==> config.mk <==
export PLATFORM = sky130hd
export DESIGN_NAME = tmsrc_clamp
export DESIGN_NICKNAME = d
export VERILOG_FILES = /design/src/design/tmsrc_pkg.sv /design/src/design/tmsrc_clamp.sv
export SDC_FILE = /design/constraint.sdc
export NUM_CORES = 1
export LEC_CHECK = 0
export BUFFER_PORTS_ARGS = -buffer_cell sky130_fd_sc_hd__buf_4
export CAP_MARGIN = 5
export CORE_MARGIN = 8
export CORE_UTILIZATION = 40
export DETAILED_ROUTE_END_ITERATION = 12
export GPL_TIMING_DRIVEN = 0
export PLACE_DENSITY = 0.68
export SLEW_MARGIN = 20
export SYNTH_ARGS = -nofsm -noshare
export SYNTH_HDL_FRONTEND = slang
export SYNTH_SLANG_ARGS = --single-unit
==> constraint.sdc <==
create_clock -name vclk -period 13.2
set_clock_uncertainty 0.15 [all_clocks]
set_input_delay 1.32 -clock vclk [all_inputs]
set_output_delay 1.32 -clock vclk [all_outputs]
set_load 0.01 [all_outputs]
==> src/design/tmsrc_pkg.sv <==
// Shared types and constants for the tile map store with region count.
// Used by tmsrc_clamp and tile_map_store_region_count; depends on nothing.
package tmsrc_pkg;

  // Default storage geometry.
  localparam int MAX_COLS_DEF  = 32;
  localparam int MAX_ROWS_DEF  = 32;
  localparam int TILE_BITS_DEF = 8;

  // Fixed field widths.
  localparam int COORD_W = 11;  // signed tile coordinates
  localparam int DIM_W   = 6;   // map size registers and clamped coordinates
  localparam int VAL_W   = 8;   // write_value / match_value
  localparam int RD_W    = 9;   // read_value
  localparam int CNT_W   = 11;  // match_count
  localparam int CFG_IDX_W = 1;

  typedef enum logic [1:0] {
    REQ_READ  = 2'd0,
    REQ_WRITE = 2'd1,
    REQ_COUNT = 2'd2,
    REQ_NONE  = 2'd3
  } req_t;

  typedef enum logic [CFG_IDX_W-1:0] {
    CFG_MAP_WIDTH  = 1'b0,
    CFG_MAP_HEIGHT = 1'b1
  } cfg_idx_t;

  // Request geometry after bounds check and rectangle clamping.
  typedef struct packed {
    logic             on_map;  // col/row point lies inside the map
    logic [DIM_W-1:0] col_ix;  // col, valid when on_map
    logic [DIM_W-1:0] row_ix;  // row, valid when on_map
    logic [DIM_W-1:0] top;
    logic [DIM_W-1:0] bot;
    logic [DIM_W-1:0] left;
    logic [DIM_W-1:0] right;
  } geom_t;

endpackage

==> src/design/tmsrc_clamp.sv <==
// Bounds check and rectangle normalize/clamp for one request.
// Depends on tmsrc_pkg.
module tmsrc_clamp (
  input  logic signed [tmsrc_pkg::COORD_W-1:0] col,
  input  logic signed [tmsrc_pkg::COORD_W-1:0] row,
  input  logic signed [tmsrc_pkg::COORD_W-1:0] col_end,
  input  logic signed [tmsrc_pkg::COORD_W-1:0] row_end,
  input  logic        [tmsrc_pkg::DIM_W-1:0]   dim_w,
  input  logic        [tmsrc_pkg::DIM_W-1:0]   dim_h,
  output tmsrc_pkg::geom_t                     geom
);
  import tmsrc_pkg::*;

  logic signed [COORD_W-1:0] w_s;
  logic signed [COORD_W-1:0] h_s;
  logic signed [COORD_W-1:0] top_p;
  logic signed [COORD_W-1:0] left_p;

  function automatic logic [DIM_W-1:0] clamp_edge(input logic signed [COORD_W-1:0] v,
                                                  input logic signed [COORD_W-1:0] lim);
    logic [DIM_W-1:0] r;
    if (v < 0) begin
      r = '0;
    end else if (v >= lim) begin
      r = DIM_W'(lim - COORD_W'(1));
    end else begin
      r = v[DIM_W-1:0];
    end
    return r;
  endfunction

  always_comb begin
    w_s    = $signed({{(COORD_W-DIM_W){1'b0}}, dim_w});
    h_s    = $signed({{(COORD_W-DIM_W){1'b0}}, dim_h});
    // top/left pulled down onto bottom/right when the rectangle is flipped
    top_p  = (row > row_end) ? row_end : row;
    left_p = (col > col_end) ? col_end : col;

    geom.on_map = (col >= 0) && (row >= 0) && (col < w_s) && (row < h_s);
    geom.col_ix = col[DIM_W-1:0];
    geom.row_ix = row[DIM_W-1:0];
    geom.top    = clamp_edge(top_p, h_s);
    geom.bot    = clamp_edge(row_end, h_s);
    geom.left   = clamp_edge(left_p, w_s);
    geom.right  = clamp_edge(col_end, w_s);
  end

endmodule

==> impl_metrics.toml <==
[hold_path]
holdPathStages = 3
min_to = "geom[0]"
worstHoldPathType = "in -> out"
min-delay-start = "col_end[10]"

[yosys]
ys_seq_area_share_pct = 0
yosysTopAreaCell = "ha_1"
yosysUniqueCellTypes = 44
ys.warnings.count = 0
syn-num-nets = 427
syn_area_mm2 = 0.00237
syn_avg_cell_area_um2 = 7.56
synth_top_area_share_pct = 30.7
ys_top_cells_by_area = "ha_1, mux2_2, inv_1"
netlist_instances = 313

[finish]
seq_area_um2 = 0
areaGrowthSynthToFinish_pct = 33.5
design.seq.count = 0
diodes = 0
nets = 522
utilization_pct = 54.3
stdcell_count = 481
drive_gt1_share_pct = 32.0
design_area_mm2 = 0.00316
fillers = 584
num-clock-buffers = 0
multiInputGateArea_mm2 = 0.00211

[route]
drt-pass1-iter-count = 5
wl_um = 7790
final_antenna_net_count = 0
route.detailed.drc = 0
num_vias = 2647
wire_per_inst_um = 16.2
drt-vias-per-instance = 5.50
initialDrtViolationCount = 180

[pwr]
combPwrFrac_pct = 100.0
seqPwrFrac_pct = 0
powerDensity_mw_per_mm2 = 39.7
p_sw_w = 0.0000633
leakagePower_nw = 1.73
internal_power_w = 0.0000622
vdd_ir_drop_max_mv = 0.0185
clkPwrFrac_pct = 0
power_switching_share_pct = 50.4

[sta]
fin_crit_sh_pct = 54.8
fin_tns_setup_ns = 0
relSlewSlack_pct = 40.4
setup_viol = 0
worst_pin_slew_ns = 0.890
rsz0062_at_grt = "no"
final-hold-violation-count = 0
slew_viol_final = 0
fmax_ghz = 0.138
fin_crit_ns = 7.23

[placed_design]
placed_cell_area_mm2 = 0.00316
place.gp.congestion = 0.899
hpwl_um = 6780
numPortBuffers = 93
dp_cells = 481

[floorplan]
placementRows = 28
initial_core_util_pct = 40.7
core_mm2 = 0.00582
boundaryPins = 93
die-area_mm2 = 0.00863
die_y_um = 92.9
die_x_um = 92.9

[clock_network]
ctsResizeCount = 0
cts.hold.buffers_added = 0
post_cts_buffers = 0

[worst_setup_path]
critical_path.top_delay_family = "compound AO/OA/AOI/OAI gates"
path_cells = "buf_4 > inv_1 > clkbuf_1 > ha_1 > nand4_1 > nor3_2 > a221oi_2 > a221oi_2 > buf_4 > mux2_2 > ha_1 > a21o_1 > a31oi_1 > o211ai_1 > mux2_4 > a221oi_2 > buf_4"
cp-end-kind = "output port"
cp_slowest_cell = "a221oi_2"
cp.arrival_ns = 5.76
critPathMaxStageDelay_ns = 0.52
crit_fanout = 10
critPathRequiredTime_ns = 11.73
cp-start-kind = "primary input"
crit_type = "in -> out"
crit_buf_inv = 5

[status]
status = "finished, final reports clean"

[global_route]
track_usage_pct = 17.1
overflow = 0
first_global_vias = 2581
grt_pass1_wl_um = 12700
grt_max_degree = 11
antenna_found_initial = 0

[run]
max_cap_viol_count = 0
layer usage:
metal | vias up | wire (µm) | track usage, %
li1 | 1353 | - | -
met1 | 1191 | 3540 | 23.1
met2 | 97 | 3560 | 28.2
met3 | 6 | 628 | 2.91
met4 | 0 | 63 | 1.74
met5 | - | 0 | 0
worst min-delay path, delay by kind of cell:
| family | cells | cell delay (ns) |
|---|---|---|
| compound gates | 1 | 0.03 |
| buf+inv | 2 | 0.22 |
power by group through the flow:
stage          sequential, W  clock (W)  combinational (W)
2_1_floorplan              0          0          0.0000743
3_3_place_gp               0          0           0.000123
3_5_place_dp               0          0           0.000125
4_1_cts                    0          0           0.000126
5_1_grt                    0          0           0.000139
6_report                   0          0           0.000125
through the flow:
step            power, W  setup WS [ns]  hold WS [ns]
2_1_floorplan  0.0000743           6.95          2.53
3_3_place_gp    0.000123           6.12          2.76
3_5_place_dp    0.000125           6.02          2.76
4_1_cts         0.000126           6.02          2.76
5_1_grt         0.000139           5.63          2.77
6_report        0.000125           5.97          2.75
area by class of cell:
cell class | count | area share, %
inverters | 39 | 4.64
repair buffers | 93 | 22.1
well taps | 75 | 2.97
plain buffers | 16 | 3.45
multi-input cells | 258 | 66.8
cells in the mapped netlist (2+ instances only):
master     number
a211oi_1        4
a21o_1         15
a21oi_1        22
a221oi_1        3
a221oi_2        4
and2_1          3
and3_1          5
buf_4          13
clkbuf_1        3
ha_1           58
inv_1          39
mux2_2         14
mux2i_1        10
nand2_1        11
nand2b_1        6
nand3_1        12
nor2_1         17
nor3_1          9
nor4_1          5
o2111ai_1       2
o211ai_1        7
o21ai_0        15
o21ba_2         2
o21bai_1        4
o221ai_1        2
o32ai_1         4
xnor2_1         7
cells in the final DEF, fill, tap and decap left out, types with 2 or more instances in the layout:
cell / instances
nand2b_1: 6
a211oi_1: 4
mux2i_1: 10
clkbuf_1: 3
xnor2_1: 7
o221ai_1: 2
buf_4: 106
o21ba_2: 2
o32ai_1: 4
a21oi_1: 22
nand3_1: 12
a221oi_1: 3
nor2_1: 17
a21o_1: 15
inv_1: 39
o211ai_1: 7
and3_1: 5
nor4_1: 5
and2_1: 3
a221oi_2: 4
o2111ai_1: 2
o21ai_0: 15
ha_1: 58
mux2_2: 14
nor3_1: 9
o21bai_1: 4
nand2_1: 11
logic make-up after synthesis:
logic type,Yosys count,share of synthesized area [%]
and+or+nand+nor,74,16.0
adders and majority gates,58,30.7
muxes,25,11.5
buffers and inverters,55,10.8
AOI/OAI and AO/OA,93,28.1
xor gates and xnor gates,8,2.96
how the worst max path moves through the flow:
stage | start | cells after the start | to
CTS | col_end[10] | 17 | geom[6]
global placement | col_end[10] | 17 | geom[6]
global route | row_end[2] | 16 | geom[18]
finish | col_end[10] | 17 | geom[6]
detailed placement | col_end[10] | 17 | geom[6]
floorplan | col_end[10] | 15 | geom[6]
Power figures use the tool's default switching activity.
